**config.mk**
```make
export PLATFORM = sky130hd
export DESIGN_NAME = plc_cell
export DESIGN_NICKNAME = d
export VERILOG_FILES = /design/src/design/plc_pkg.sv /design/src/design/plc_cell.sv
export SDC_FILE = /design/constraint.sdc
export NUM_CORES = 1
export LEC_CHECK = 0
export BUFFER_PORTS_ARGS = -buffer_cell sky130_fd_sc_hd__buf_2
export CAP_MARGIN = 20
export CORE_MARGIN = 4
export CORE_UTILIZATION = 37
export CTS_BUF_LIST = sky130_fd_sc_hd__clkbuf_2 sky130_fd_sc_hd__clkbuf_4 sky130_fd_sc_hd__clkbuf_8
export DETAILED_ROUTE_END_ITERATION = 8
export HOLD_SLACK_MARGIN = 0.1
export PLACE_DENSITY = 0.77
export SETUP_SLACK_MARGIN = 0.4
export SLEW_MARGIN = 20
export SYNTH_ARGS = -nofsm -noshare
export SYNTH_HDL_FRONTEND = slang
export SYNTH_SLANG_ARGS = --single-unit
```
**constraint.sdc**
```tcl
create_clock -name clk -period 1 [get_ports clk]
set_input_delay 0.1 -clock clk [delete_from_list [all_inputs] [get_ports clk]]
set_output_delay 0.1 -clock clk [all_outputs]
set_load 0.01 [all_outputs]
```
**src/design/plc_pkg.sv**
```systemverilog
`timescale 1ns / 1ps
// ----------------------------------------------------------------------------
// plc_pkg: shared types and constants for the price level order queue
// Operation and status codes, fixed field widths and the per-cell command.
// ----------------------------------------------------------------------------
package plc_pkg;

    localparam int VOL_W  = 40;
    localparam int SIZE_W = 32;

    typedef enum logic [1:0] {
        OP_APPEND = 2'd0,
        OP_REMOVE = 2'd1,
        OP_CLEAR  = 2'd2,
        OP_NOP    = 2'd3
    } op_t;

    typedef enum logic [1:0] {
        ST_DONE   = 2'd0,
        ST_ABSENT = 2'd1,
        ST_BUSY   = 2'd2
    } status_t;

    // Broadcast to every queue cell in the commit cycle
    typedef struct packed {
        logic append;
        logic remove;
        logic clear;
    } cell_cmd_t;

endpackage

```
**src/design/plc_cell.sv**
```systemverilog
`timescale 1ns / 1ps
// ----------------------------------------------------------------------------
// plc_cell: one position of the order queue
// Holds the slot queued at this position; loads on append at the fill point,
// takes the right neighbor's entry when a removal opens a gap at or before it.
// ----------------------------------------------------------------------------
module plc_cell #(
    parameter int SLOT_W = 8,
    parameter int CNT_W  = 9,
    parameter int INDEX  = 0
) (
    input  logic                clk,
    input  logic                rst_n,
    input  plc_pkg::cell_cmd_t  cmd,
    input  logic [SLOT_W-1:0]   target_slot,
    input  logic [CNT_W-1:0]    fill_count,
    input  logic                shift_hit,
    input  logic                right_valid,
    input  logic [SLOT_W-1:0]   right_slot,
    output logic                valid,
    output logic [SLOT_W-1:0]   slot,
    output logic                match
);

    logic              valid_reg;
    logic [SLOT_W-1:0] slot_reg;

    assign valid = valid_reg;
    assign slot  = slot_reg;
    assign match = valid_reg && (slot_reg == target_slot);

    always_ff @(posedge clk or negedge rst_n)
    begin
        if (!rst_n)
        begin
            valid_reg <= 1'b0;
            slot_reg  <= '0;
        end
        else if (cmd.clear)
        begin
            valid_reg <= 1'b0;
        end
        else if (cmd.append && (fill_count == CNT_W'(INDEX)))
        begin
            valid_reg <= 1'b1;
            slot_reg  <= target_slot;
        end
        else if (cmd.remove && shift_hit)
        begin
            // advance the right neighbor's entry into this position
            valid_reg <= right_valid;
            slot_reg  <= right_slot;
        end
    end

endmodule

```
### Yosys cells after proc, flatten, opt, wreduce, memory -nomap -nowiden

Index checks and enable logic that the tools add are counted.

| operators by class | value |
|---|---|
| equality and inequality tests | 1 |
| mux-type cells | 5 |
| bitwise gates (word level) | 1 |
| reductions and logical operators | 7 |

Operators by type and width:

| cell | number |
|---|---|
| 2-to-1 mux 8 bit | 2 |
| logical NOT 9 bit | 1 |
| equality test 8 bit | 1 |
| logical AND 1 bit | 3 |
| 2-to-1 mux 1 bit | 3 |
| nonzero test 3 bit | 1 |
| AND reduction 2 bit | 1 |
| nonzero test 2 bit | 1 |
| inverter 1 bit | 1 |

| storage, ports and cells | value |
|---|---|
| bits in registers | 9 |
| bits of input ports | 32 |
| logic and storage cells | 16 |
| output and inout port bits | 10 |

### Depth between registers and ports, before layout

| logic depth | value |
|---|---|
| depth in word-level cells | 4 |
| gate-level depth with buffers | 5 |
| depth with buffers taken out | 4 |

### Worst setup path before layout

OpenSTA, ideal clock, no wires.

| timing | value |
|---|---|
| path type | register to output |
| start point | reg slot_reg[5] (netlist: slot[5]) |
| end point | out match |
| cell stages (with the launch flop) | 5 |
| data arrival time | 1.274 ns |
| slack | -0.374 ns |
| buffers on the path | 0 |
| data required time | 0.900 ns |
| cell sequence | dfrtp_1 -> xor2_1 -> nor4_1 -> nand3_1 -> nor4_1 |

| between the ends | value |
|---|---|
| word-level cells in the longest chain between the ends | 2 |

Ends and longest elaborated chain:

| what | RTL line | source |
|---|---|---|
| from (decl) | plc_cell.sv:26 | `logic [SLOT_W-1:0] slot_reg;` |
| from (signal assigned) | plc_cell.sv:46 | `slot_reg <= target_slot;` |
| from (signal assigned) | plc_cell.sv:52 | `slot_reg <= right_slot;` |
| equality test 8 bit | plc_cell.sv:30 | `assign match = valid_reg && (slot_reg == target_slot);` |
| logical AND 1 bit | plc_cell.sv:30 |  |
| to (decl) | plc_cell.sv:22 | `output logic match` |

No other way between the ends.

### Worst setup path in the final report

| timing | value |
|---|---|
| start point | reg slot_reg[4] (netlist: slot[4]) |
| end point | out match |

The elaborated chain is that of the path after synthesis.

==> results by group <==
STA
  – WHS: between 30 and 40 ps
  – Max Clk Rate: between 500 and 600 MHz
  – Fin crit share: 1.76
  – Max Slew Vio Count: 0
  – Total negative setup slack: -1140 ps
  – Relative slew slack: 0.797
  – Final setup fails: 9
  – Unrepaired setup endpoints after global routing: yes
  – Min Clock Period, post-route: between 1500 and 2000 ps
  – Worst Skew: 0 ps
  – Final Hold Vio Count: 0
  – Worst setup margin: -757 ps
  – Worst slew pin tran: 301 ps

CTS
  – Clk slew on worst S/H paths: approximately 60 ps
  – H-tree Lvls: 1
  – CTS tree: built
  – Root Driver: clkbuf_4
  – Hold buffer count at CTS: 1
  – CTS sink cnt: 9
  – Clock Tree Buf Depth: 2
  – CTS Buf Count: 3
  – Clk_lat worst skew: ~260 ps

Synth
  – Synth warnings: 0
  – Top area cells in the synthesized netlist: dfrtp_1 (38%), o221a_2 (11%), xor2_1 (10%)
  – Area leader, netlist: dfrtp_1
  – Mapped Cells: 56
  – Flops & latches, synth: 9
  – Top_reg_cell synth: dfrtp_1
  – Synth top area share: 0.383
  – Most common cell in the netlist: nand2_1
  – Number of synthesized flops with an enable pin: 0
  – Post-synthesis sequential area ratio: 0.383
  – Syn avg cell area: ~11 um^2
  – Synth Cell Area: about 590 um^2
  – Post-synth top cells: nand2_1 (10), dfrtp_1 (9), nor2_1 (9)
  – Post-Syn Nets: about 90
  – Ys async rst share: 1.00
  – Yosys cell types: 17

Drt
  – Routed Antenna Nets: 0
  – Routed len/inst: approximately 16 um
  – Routed vias: around 700
  – DRC: 0
  – Vias per std cell: around 5.3
  – Final wirelength: approximately 2100 um
  – DRT iter0 DRCs: 5
  – Drt pass-1 iters: 4

Run status
  – Violated checks: setup timing
  – Status: finished with violations

Die
  – # rows: 14
  – Die Y-Extent: around 48 um
  – Die area: between 0.002 and 0.0025 mm^2
  – # IOs: 42
  – Die width: around 48 um
  – Starting density of the core: 0.390
  – Core area: around 0.0015 mm^2

Place
  – Cell Area, Placed: just under 900 um^2
  – Routability cong.: roughly 0.75
  – Worst slack at placement: -373 ps
  – DP Cell Count: roughly 120
  – Port Buf Inserts: 41

Cells and area
  – Layout cells sized above 1: 0.667
  – FILL cells: between 100 and 150
  – Synth-to-Final Area Change: 96.8%
  – Post-route cell area: about 0.0012 mm^2
  – Flip-flop count of the largest register after layout: 8
  – Multi-input logic area: roughly 450 um^2
  – Non-Filler Instances: roughly 130
  – Fin nets: 150
  – Final Util: 0.768
  – Final antenna diode count: 0
  – Storage element area: around 230 um^2

Setup path
  – Setup crit end kind: output pin
  – Worst setup SP type: register
  – Gate family responsible for the most delay along the worst path: simple AND/OR/NAND/NOR gates
  – Crit path DAT: around 1700 ps
  – Crit-path max FO: 2
  – CP Data Required Time: ~900 ps
  – Crit path largest cell delay: 390 ps
  – Crit path buf inv count: 1
  – Slowest-stage cell, CP: dfrtp_1
  – Crit Path Category: register to output pin
  – CP Cell Sequence: xor2_1 -> nor4_1 -> nand3_1 -> nor4_4 -> buf_2

Power and ir drop
  – Sw frac: 0.302
  – Combinational power share: 0.465
  – Leak: between 0.6 and 0.7 nW
  – Total power: roughly 1.5 mW
  – Clk pwr share: 0.214
  – Sequential Power Share: 0.321
  – PwrDens: about 1300 mW/mm^2
  – Max VDD drop: 790 uV
  – P_sw: roughly 440 uW
  – Cell internal pwr: about 1.0 mW

GRT
  – Total global-route track usage: 0.175
  – Via count of the first global-routing pass: 662
  – First-pass GRT wire length: roughly 2700 um
  – Largest net degree at the start of global routing: 17
  – Grt total ovfl: 0
  – Initial antenna violation count: 0

Min path
  – Worst min path class: primary input to register

Job
  – Max Cap Viol: 0
## cells by family (layout without fill, tap and decap cells)
| logic type | after synthesis | in the layout | share of synthesized area |
|---|---|---|---|
| buf+inv | 2 | 62 | 0.0277 |
| compound gates | 9 | 9 | 0.162 |
| simple gates | 27 | 28 | 0.291 |
| xor+xnor | 8 | 8 | 0.119 |
| mux | 1 | 1 | 0.0170 |
| flops | 9 | 9 | 0.383 |
## power by group through the flow
stage | Combinational [mW] | Clock, mW | Sequential [mW]
global route | 0.726 | 0.338 | 0.475
detailed placement | 0.463 | 0 | 0.469
finish | 0.678 | 0.311 | 0.467
floorplan | 0.187 | 0 | 0.504
global placement | 0.449 | 0 | 0.466
CTS | 0.580 | 0.316 | 0.466
## layout make-up
cell class	instances	share of cell area
sequential	9	0.195
tap	16	0.0173
timing repair buffer	58	0.372
multi-input combinational	46	0.390
clock buffer	4	0.0259
## placed cells by master (no fill, tap or decap), types with 2 or more instances in the layout
master    synthesis  routed
buf_2             1      30
buf_6             1      18
nand2_1          10       9
buf_4             0       9
dfrtp_1           9       9
xor2_1            7       7
nor2_1            9       5
o221a_4           0       5
clkbuf_4          0       4
nor2_2            0       3
nor4_4            1       2
nand4b_4          1       2
o221a_1           2       2
## path summary, 6_finish.rpt
kind / startpoint / endpoint / slack [ps] / cells past startpoint
setup / recovery: slot[4]$_DFFE_PN0P_ / match / -760 / 5
hold / removal: cmd[0] / valid$_DFFE_PN0P_ / 30 / 2
min in group asynchronous: rst_n / slot[6]$_DFFE_PN0P_ / 210 / 2
hold reg to reg: valid$_DFFE_PN0P_ / valid$_DFFE_PN0P_ / 640 / 2
setup reg to reg: slot[5]$_DFFE_PN0P_ / slot[5]$_DFFE_PN0P_ / -40 / 5
max in group asynchronous: rst_n / slot[5]$_DFFE_PN0P_ / 600 / 2
## metal layers
| metal | routed length [um] | up-vias | share of wire | GRT usage |
|---|---|---|---|---|
| met2 | 1140 | 19 | 0.55 | 0.290 |
| met3 | 105 | 7 | 0.050 | 0.0639 |
| li1 | - | 333 | - | - |
| met1 | 807 | 345 | 0.39 | 0.197 |
| met4 | 38 | 0 | 0.018 | 0.0806 |
| met5 | 0 | - | 0 | 0 |
## repair_timing
action / 4_1_cts / 5_1_grt
pin swaps: 3 / 14
setup buffers: 2 / 4
endpoints found under the setup margin: 19 / 19
gates cloned: 0 / 1
gates resized for setup: 15 / 17
endpoints found under the hold margin: 10 / 1
Note: power is estimated with default switching activity, not from simulation.
