<file path="src/design/plc_prefix_or.sv">
`timescale 1ns / 1ps
// ----------------------------------------------------------------------------
// plc_prefix_or: parallel prefix OR over the cell match flags
// Bit k of the output is set when any cell at or before position k matches.
// ----------------------------------------------------------------------------
module plc_prefix_or #(
    parameter int N = 256
) (
    input  logic [N-1:0] hit_in,
    output logic [N-1:0] hit_prefix
);

    localparam int LEVELS = $clog2(N);

    logic [N-1:0] stage [0:LEVELS];

    always_comb
    begin
        stage[0] = hit_in;
        for (int l = 0; l < LEVELS; l++)
        begin
            for (int i = 0; i < N; i++)
            begin
                if (i >= (1 << l))
                    stage[l+1][i] = stage[l][i] | stage[l][i - (1 << l)];
                else
                    stage[l+1][i] = stage[l][i];
            end
        end
    end

    assign hit_prefix = stage[LEVELS];

endmodule

</file>
<file path="config.mk">
export PLATFORM = sky130hd
export DESIGN_NAME = plc_prefix_or
export DESIGN_NICKNAME = d
export VERILOG_FILES = /design/src/design/plc_prefix_or.sv
export SDC_FILE = /design/constraint.sdc
export NUM_CORES = 1
export LEC_CHECK = 0
export BUFFER_PORTS_ARGS = -buffer_cell sky130_fd_sc_hd__buf_2
export CORE_AREA = 2 2 200 202
export DETAILED_ROUTE_END_ITERATION = 6
export DIE_AREA = 0 0 202 204
export GPL_ROUTABILITY_DRIVEN = 1
export GPL_TIMING_DRIVEN = 0
export MAX_ROUTING_LAYER = met4
export PLACE_DENSITY = 0.36
export SLEW_MARGIN = 30
export SYNTH_ARGS = -nofsm -noshare
export SYNTH_HDL_FRONTEND = slang
export SYNTH_SLANG_ARGS = --single-unit
</file>
<file path="constraint.sdc">
create_clock -name vclk -period 4.2
set_input_delay 0.21 -clock vclk [all_inputs]
set_output_delay 0.21 -clock vclk [all_outputs]
set_load 0.05 [all_outputs]
</file>
-- Word-level counts from Yosys, hierarchy flattened
Cells that the tools add are included.
- register bits after elaboration: 0
- output and inout bits: 256
- logic and storage cells: 1793
- bitwise operators: 1793
- operators by type and width (kind ; count):
    $or A1 B1 Y1 ; 1793

-- Depth between registers and ports, before layout
Gate-level depths: netlist of the first run.
- word-level depth: 8
- gate-level depth with buffers: 10

-- Least setup slack after synthesis of the first run
Ideal clock, no wire load.
- path kind: input to output
- start: in hit_in[3]
- end: out hit_prefix[157]
- data arrival time: 3.611 ns
- data required time: 3.990 ns
- path slack: 0.379 ns
- stages on the path: 7
- buffers on the path: 0
- cell sequence: or4_4 > nor2_1 > inv_1 > nor4_4 > nand2_1 > nor3_1 > nand4b_1
- word-level cells in the longest chain between the ends: 6
- RTL lines (item ; RTL line ; source):
    start: declaration ; 9 ; input logic [N-1:0] hit_in,
    $or A1 B1 Y1 (6 in series) ; 25 ; stage[l+1][i] = stage[l][i] | stage[l][i - (1 << l)];
    end: declaration ; 10 ; output logic [N-1:0] hit_prefix
No other way between the ends.

-- Worst setup path in the final report of the first run
- start: in hit_in[104]
- end: out hit_prefix[245]
- word-level cells in the longest chain between the ends: 8
- RTL lines (item ; RTL line):
    $or A1 B1 Y1 (8 in series) ; 25
No other way between the ends.

==> key figures, run 1 <==
Die
  – Die Ht: between 200 and 250 um
  – IO Pins: 512
  – Die Footprint: slightly above 40000 um^2
  – Core ar.: a little under 40000 um^2
  – Initial Util: 10.21%
  – Num rows: 73
  – Die width: just over 200 um

Synth
  – Synth top area cells: nor4_1, nand2_1, or4_1
  – Cell taking the most area after synthesis: nor4_1
  – Synth warnings: 0
  – Syn avg cell area: around 5.5 um^2
  – Main combinational cell family by area after synthesis: simple AND/OR/NAND/NOR gates
  – Area share of fa/ha/maj cells after synthesis: 0%
  – Syn Inst Count: 721
  – XOR/XNOR Fraction of Synth Area: 0%
  – Seq/Total Area, Yosys: 0%
  – Post-Synth Simple-Gate Area: between 90% and 100%
  – Post-synth top area share: approximately an eighth
  – Syn Std Cell Area: 4000 um^2
  – Mux contribution to synthesized area: 0%
  – Syn_nets: 977
  – Post-synth cell types: 37
  – Synth Area in Compound Gates: 0%

Worst setup path
  – CP arrival: ~3.7 ns
  – CP cell instances: buf_2, or4_1, or4_1, nor2_1, nand3_1, nor4_4, buf_2, nand4_1, buf_2
  – Slowest cell on crit path: or4_1
  – Critical Path RT: between 3 and 4 ns
  – Cell mode on critical path: buf_2
  – Type of destination of the critical path: output pin
  – CP peak stage delay: about 0.64 ns
  – Startpoint types: input port
  – Crit Path Class: in2out
  – CP Max Fanout: 10

Route
  – Routed vias/inst: approximately 4.6
  – Final WL: about 40 mm
  – First DRT Iteration DRCs: about 470
  – DR WL/cell: about 23 um
  – Pre-antenna DRT Iters: 5
  – Drt drc: 0
  – Routed vias: 8215
  – ANT nets after route: 0

Finish
  – Reg area: 0 um^2
  – Layout Utilization: about a fifth
  – Clock buffer count: 0
  – Area of the multi-input gates: 3905 um^2
  – Fillcell total: approximately 4700
  – Sequential cells: 0
  – Share of layout cells above drive strength 1: a little under half
  – Final-stage net count: 1498
  – Layout area overhead: 84.49%

Worst hold path
  – Hold Path Depth: 3
  – HP Class: in2out

GRT
  – Initial antenna violation count: 3
  – Global-route wire length before repair: about 56 mm
  – Number of global-route vias before repair: ~8300
  – GRT overflow: 0
  – Largest net degree at the start of global routing: 11
  – GRT Total Usage: a little under a fifth

Timing
  – Min Tclk post-route: 3.872 ns
  – Final worst-path cycle share: between 90% and 100%
  – Max-slew headroom: between 30% and 40%
  – Fmax: approximately 260 MHz
  – Final Hold Fails: 0
  – Worst setup margin: approximately 0.33 ns
  – Final Slew Violations: 0
  – RSZ-0062 raised after global routing: no
  – Worst Max-Slew Pin Slew: ~0.94 ns
  – Final setup fails: 0

Status
  – Status: finished clean

Placed design
  – Port Buffers: about 500
  – GP Congestion: between 0.9 and 1
  – Dpl hpwl: between 30 and 40 mm
  – Post-Place Worst Slack: -0.7870 ns

Power and ir drop
  – Peak supply drop: about 0.021 mV
  – Leak pwr: approximately 2.3 nW
  – Power per Cell Area: 41.49 nW/um^2

Flow run
  – Total of max-cap violations: 0

CTS
  – Cts hold-fix bufs: 0
-- critical path, delay by kind of cell --
family                 cells  cell delay, ns
buffers and inverters      3            0.78
AND/OR/NAND/NOR            6            2.65
-- final cells by class --
cell class | instances | share of cell area [%]
multi-input combinational | 673 | 52.92
timing repair buffer | 519 | 35.44
tap | 525 | 8.901
inverter | 41 | 2.119
buffer | 7 | 0.5256
antenna | 3 | 0.1017
-- per-stage QoR --
| stage | total power, mW | instances | setup TNS (ns) | cell area, um^2 | hold WS (ns) |
|---|---|---|---|---|---|
| after floorplan | 0.07223 | 721 | 0 | 4000 | 0.5871 |
| after global placement | 0.2972 | 1758 | -22.38 | 7219 | 0.8382 |
| after detailed placement | 0.3000 | 1759 | -17.03 | 7263 | 0.8345 |
| after CTS | 0.3018 | 1765 | 0 | 7336 | 0.8344 |
| after global routing | 0.3330 | 1767 | 0 | 7377 | 0.8583 |
| final | 0.3062 | 1768 | 0 | 7380 | 0.8307 |
-- what timing repair did --
action,in CTS,in global routing
buffers inserted,6,0
pin swaps,3,0
gates resized for setup,4,3
setup endpoints to repair,67,10
-- layout by cell type, fill, tap and decap left out, drive strengths merged --
cell / n
and2: 6
and3: 10
and4: 1
buf: 525
clkbuf: 1
diode: 3
inv: 41
nand2: 102
nand2b: 14
nand3: 73
nand3b: 12
nand4: 38
nand4b: 9
nor2: 100
nor2b: 2
nor3: 74
nor3b: 9
nor4: 83
nor4b: 10
nor4bb: 1
or2: 19
or3: 48
or3b: 3
or4: 55
or4b: 4
-- where the power goes --
part / internal [mW] / leakage [nW] / switching (mW)
sequential: 0 / 0 / 0
combinational: 0.122 / 2.26 / 0.184
clock: 0.0000000726 / 0.0000217 / 0
-- worst paths after layout --
check	from	endpoint	slack, ns
max	hit_in[104]	hit_prefix[245]	0.33
min	hit_in[14]	hit_prefix[14]	0.83
-- kinds of logic (layout without fill, tap and decap cells) --
family / after synthesis / count (layout)
buffers and inverters: 48 / 567
other: 0 / 3
and+or+nand+nor: 673 / 673
-- per-layer routing --
| metal | GRT usage, % | part of all wire (%) |
|---|---|---|
| met5 | - | 0 |
| met4 | 2.994 | 1.8 |
| met3 | 2.408 | 6.4 |
| met2 | 35.33 | 53 |
| met1 | 20.87 | 39 |
-- cells in the mapped netlist (all sizes together) (6+ instances only) --
cell    instances
nand2         102
nor2          100
nor4           83
nor3           74
nand3          73
or4            55
or3            48
inv            41
nand4          38
or2            19
nand2b         14
nand3b         12
and3           10
nor4b          10
nand4b          9
nor3b           9
and2            6
buf             6
Power figures use the tool's default switching activity.
==> run 2, diff against run 1 <==
Settings changed: REMOVE_ABC_BUFFERS set to 1.
==> key figures, run 2 (synthesis gave the netlist of run 1 again) <==
CTS
  – Cts hold-fix bufs: 0

Finish
  – Commonest non-fill, non-tap cells in the layout: buf_2, nand2_1, nor2_1
  – Share of layout cells above drive strength 1: between 40% and 50%
  – Clock buffer count: 0
  – Reg area: 0 um^2
  – Most common cell after layout, fill and taps aside: buf_2
  – Final-stage net count: between 1000 and 1500
  – Layout area overhead: 85.05%
  – Final Cell Area: roughly 7400 um^2
  – Post-Layout Cell Count: ~1800
  – Sequential cells: 0

GRT
  – Number of global-route vias before repair: 8288
  – GRT overflow: 0
  – GRT Total Usage: 18.93%
  – Global-route wire length before repair: 56.21 mm
  – Largest net degree at the start of global routing: 18
  – Initial antenna violation count: 6

Timing
  – Final worst-path cycle share: 94.25%
  – RSZ-0062 raised after global routing: no
  – Worst hold slack: 0.7396 ns
  – Worst Max-Slew Pin Slew: 0.9180 ns
  – Max-slew headroom: 37.94%
  – Fmax: 252.6 MHz
  – Final setup fails: 0
  – Min Tclk post-route: 3.958 ns
  – Final Slew Violations: 0
  – Final Hold Fails: 0
  – Sum Neg Setup Slack: 0 ns

Route
  – Drt drc: 0
  – First DRT Iteration DRCs: 391
  – ANT nets after route: 0
  – DR WL/cell: between 20 and 25 um
  – Pre-antenna DRT Iters: 6
  – Routed vias/inst: around 4.6
  – Routed vias: slightly above 8000
  – Final WL: ~41 mm

Worst setup path
  – Startpoint types: input port
  – Cell mode on critical path: buf_2
  – CP bufs+invs: 2
  – Crit Path Class: in2out
  – CP peak stage delay: between 0.7 and 0.8 ns
  – CP arrival: roughly 3.8 ns
  – Type of destination of the critical path: output pin
  – Largest delay share family, worst path: simple AND/OR/NAND/NOR gates
  – CP Max Fanout: 11
  – Slowest cell on crit path: or4_1
  – Critical Path RT: 3.99 ns
  – CP cell instances: buf_2, nor3_1, nand2_1, or4_1, or4b_1, nor3_2, nand3_1, buf_2

Power and ir drop
  – Leak pwr: approximately 2.2 nW
  – Design Power: around 300 uW
  – Power per Cell Area: about 41 nW/um^2
  – Peak supply drop: ~0.019 mV

Die
  – Num rows: 73
  – Initial Util: between 10 and 15%
  – IO Pins: between 500 and 600
  – Die Ht: a little over 200 um
  – Core ar.: ~39000 um^2
  – Die width: ~200 um
  – Die Footprint: about 40000 um^2

Placed design
  – Dpl hpwl: about 37 mm
  – Cells after DPL: 1753
  – Port Buffers: 512
  – GP Congestion: 0.9164
  – Post-DP Area: 7251 um^2

Status
  – Status: finished clean

Flow run
  – Total of max-cap violations: 0

Worst hold path
  – HP Class: in2out
## run 2: cell count changes in the layout (fill, tap and decap cells not counted), sizes merged
cell,before,now
diode,3,5
clkbuf,1,0
buf,525,523
## run 2: worst paths after layout
check | end | cells after the start | from
hold / removal | hit_prefix[0] | 2 | hit_in[0]
setup / recovery | hit_prefix[223] | 8 | hit_in[129]
## run 2: area by class of cell
type | instances | area, um^2
antenna | 5 | 12.51
multi-input combinational | 673 | 3924
fill | 4717 | 31780
timing repair buffer | 523 | 2653
tap | 525 | 656.9
inverter | 41 | 156.4
## run 2: through the flow
| step | worst slack [ns] | util, % |
|---|---|---|
| after detailed placement | -0.2375 | 18.50 |
| after CTS | -0.002643 | 18.52 |
| final | 0.2416 | 18.89 |
| after global routing | 0.07231 | 18.89 |
| after floorplan | -0.1564 | - |
| after global placement | -2.016 | 18.33 |
## run 2: where the power goes
part | total [mW] | switching [mW] | internal (mW)
clock network | 0.000000142 | 0 | 0.000000142
registers | 0 | 0 | 0
logic | 0.301 | 0.180 | 0.121
## run 2: routing by layer
layer  part of all wire (%)  GRT usage [%]  vias up
li1                       -              -     3837
met2                     53          36.24      449
met4                    2.2          4.070        0
met3                    6.2          2.519       45
met5                      0              -        -
met1                     39          20.70     3834
## run 2: repair_timing
item / in CTS / in global routing
pin swaps: 1 / 2
endpoints found under the setup margin: 18 / 61
setup buffers: 0 / 9
resized for setup: 2 / 6
==> run 3, diff against run 2 <==
Settings changed: ABC_AREA set to 1, CORE_AREA 2 2 200 202 to 2 2 199 201, DIE_AREA 0 0 202 204 to 0 0 201 203, PLACE_DENSITY 0.36 to 0.44.
==> key figures, run 3 <==
Status
  – Status: finished clean

Placed design
  – Port Buffers: around 500
  – Dpl hpwl: between 60 and 70 mm
  – Cells after DPL: 2875
  – Post-DP Area: ~10000 um^2
  – GP Congestion: ~1.0
  – Post-Place Worst Slack: approximately 1.7 ns

Timing
  – Final setup fails: 0
  – Final Slew Violations: 0
  – RSZ-0062 raised after global routing: no
  – Final worst-path cycle share: around three fifths
  – Min Tclk post-route: approximately 2.6 ns
  – Max-slew headroom: between 60% and 70%
  – Final Hold Fails: 0
  – Sum Neg Setup Slack: 0 ns
  – Worst Max-Slew Pin Slew: between 0.5 and 0.6 ns
  – Fmax: between 300 and 400 MHz
  – Worst setup margin: between 1.5 and 2 ns

Synth
  – Most frequent cell after synthesis: nor2_1
  – Main combinational cell family by area after synthesis: simple AND/OR/NAND/NOR gates
  – Seq/Total Area, Yosys: 0%
  – Mux contribution to synthesized area: 0%
  – Area share of fa/ha/maj cells after synthesis: 0%
  – Synth top area cells: nor2_1, nand2_1, inv_1
  – XOR/XNOR Fraction of Synth Area: 0%
  – Synth Area in Compound Gates: 0%
  – Syn Std Cell Area: 7049 um^2
  – Commonest cells in the netlist: nor2_1, nand2_1, inv_1, nand2_2, nor2_4
  – Cell taking the most area after synthesis: nor2_1
  – Post-synth top area share: between 40 and 50%
  – Post-synth cell types: 8
  – Synth warnings: 0
  – Post-Synth Simple-Gate Area: 90.95%
  – Syn Inst Count: approximately 1800
  – Syn avg cell area: 3.819 um^2

Route
  – First DRT Iteration DRCs: 737
  – ANT nets after route: 0
  – Drt drc: 0
  – Pre-antenna DRT Iters: 5
  – Routed vias: ~13000
  – DR WL/cell: about 22 um
  – Routed vias/inst: approximately 4.5
  – Final WL: between 60 and 70 mm

GRT
  – Met2 usage: a little over half
  – Gr busiest metal: met2
  – Largest net degree at the start of global routing: 6
  – Number of global-route vias before repair: between 10000 and 15000
  – GR Util met1: a little under two fifths
  – Global-route wire length before repair: 87.70 mm
  – Initial antenna violation count: 3
  – GRT overflow: 0
  – M3 GR Usage: ~1.9%
  – GRT Total Usage: between 30% and 40%

Finish
  – Area of the multi-input gates: between 6000 and 7000 um^2
  – Final-stage net count: about 2600
  – Most common cell after layout, fill and taps aside: nor2_1
  – Reg area: 0 um^2
  – Clock buffer count: 0
  – Layout area overhead: 45.54%
  – Commonest non-fill, non-tap cells in the layout: nor2_1, nand2_1, buf_2
  – Final Cell Area: around 10000 um^2
  – Share of layout cells above drive strength 1: between 20% and 30%
  – Fillcell total: approximately 5000
  – Sequential cells: 0
  – Post-Layout Cell Count: between 2000 and 3000

Worst setup path
  – Worst setup path endpoint: hit_prefix[133]
  – Critical Path RT: 3.99 ns
  – Type of destination of the critical path: output pin
  – Startpoint types: input port
  – CP Max Fanout: 4
  – CP arrival: ~2.4 ns
  – Crit Path Class: in2out
  – Crit. Startpoint: hit_in[0]

Die
  – Die width: 201 um
  – Die Ht: 203 um
  – IO Pins: a little over 500
  – Num rows: between 70 and 80
  – Die Footprint: approximately 41000 um^2
  – Core ar.: between 30000 and 40000 um^2
  – Initial Util: 18.33%

Flow run
  – Total of max-cap violations: 0

CTS
  – Cts hold-fix bufs: 0
  – Postcts setup bufs: 0
  – Post-cts sizing count: 0

Power and ir drop
  – Sequential share of power: 0%
  – Peak supply drop: 0.03939 mV
  – Clk network pwr share: 0%
  – Design Power: about 420 uW
  – Combinational Power Share: 100.0%
  – Net Switching: 284.6 uW
  – Power per Cell Area: between 40 and 50 nW/um^2
  – Internal: 133.3 uW
  – Leak pwr: between 3 and 4 nW
  – Sw frac: 68.10%

Worst hold path
  – Hold path startpoint: hit_in[0]
  – HP Class: in2out
run 3: changes by cell type after synthesis, sizes merged, moves of 19 or more:
cell and delta:
nand4 -38, nor3 -74, nand3 -72, nand2 +689, or2 -19, nor2 +785
inv +127, nor4 -83, or4 -55, or3 -48
run 3: power by group through the flow:
stage	Clock [mW]	Sequential (mW)	Combinational (mW)
final	0.0000000957	0	0.418
after global routing	0.0000000956	0	0.442
after CTS	0	0	0.417
after detailed placement	0	0	0.416
after global placement	0	0	0.418
after floorplan	0	0	0.130
run 3: final cells by class:
type / instances / area share [%]
Inverter: 168 / 6.146
Antenna cell: 3 / 0.07317
Tap cell: 518 / 6.317
Timing Repair Buffer: 512 / 24.98
Multi-Input combinational cell: 1677 / 62.49
run 3: cells by family (layout without fill, tap and decap cells):
group | count (synthesis) | count (layout)
buffers and inverters | 169 | 680
other | 0 | 3
AND/OR/NAND/NOR | 1677 | 1677
run 3: how the worst min path moves through the flow:
stage	cells past startpoint	endpoint	slack, ns
2_1_floorplan	0	hit_prefix[0]	0.42
3_3_place_gp	2	hit_prefix[0]	0.74
3_5_place_dp	2	hit_prefix[0]	0.75
4_1_cts	2	hit_prefix[0]	0.75
5_1_grt	2	hit_prefix[0]	0.75
6_report	2	hit_prefix[0]	0.75
run 3: stage by stage:
step | util (%) | hold WS (ns)
after detailed placement | 26.65 | 0.7455
after global placement | 26.65 | 0.7449
after floorplan | - | 0.4200
final | 26.67 | 0.7470
after CTS | 26.65 | 0.7470
after global routing | 26.67 | 0.7530
run 3: routing by layer:
layer	wire length, um	vias to the layer above	share of wire [%]
met1	27870	5980	44
met2	31070	526	49
met4	1725	0	2.7
met5	0	-	0
li1	-	6424	-
met3	2850	55	4.5
run 3: critical path, stage by stage:
cell     delay, ns
buf_2         0.12
nor2_4        0.13
nand2_2       0.12
nor2_1        0.37
nand2_1       0.26
nor2_4        0.32
nand2_2       0.11
nor2_1        0.39
nand2_1       0.10
buf_2         0.23
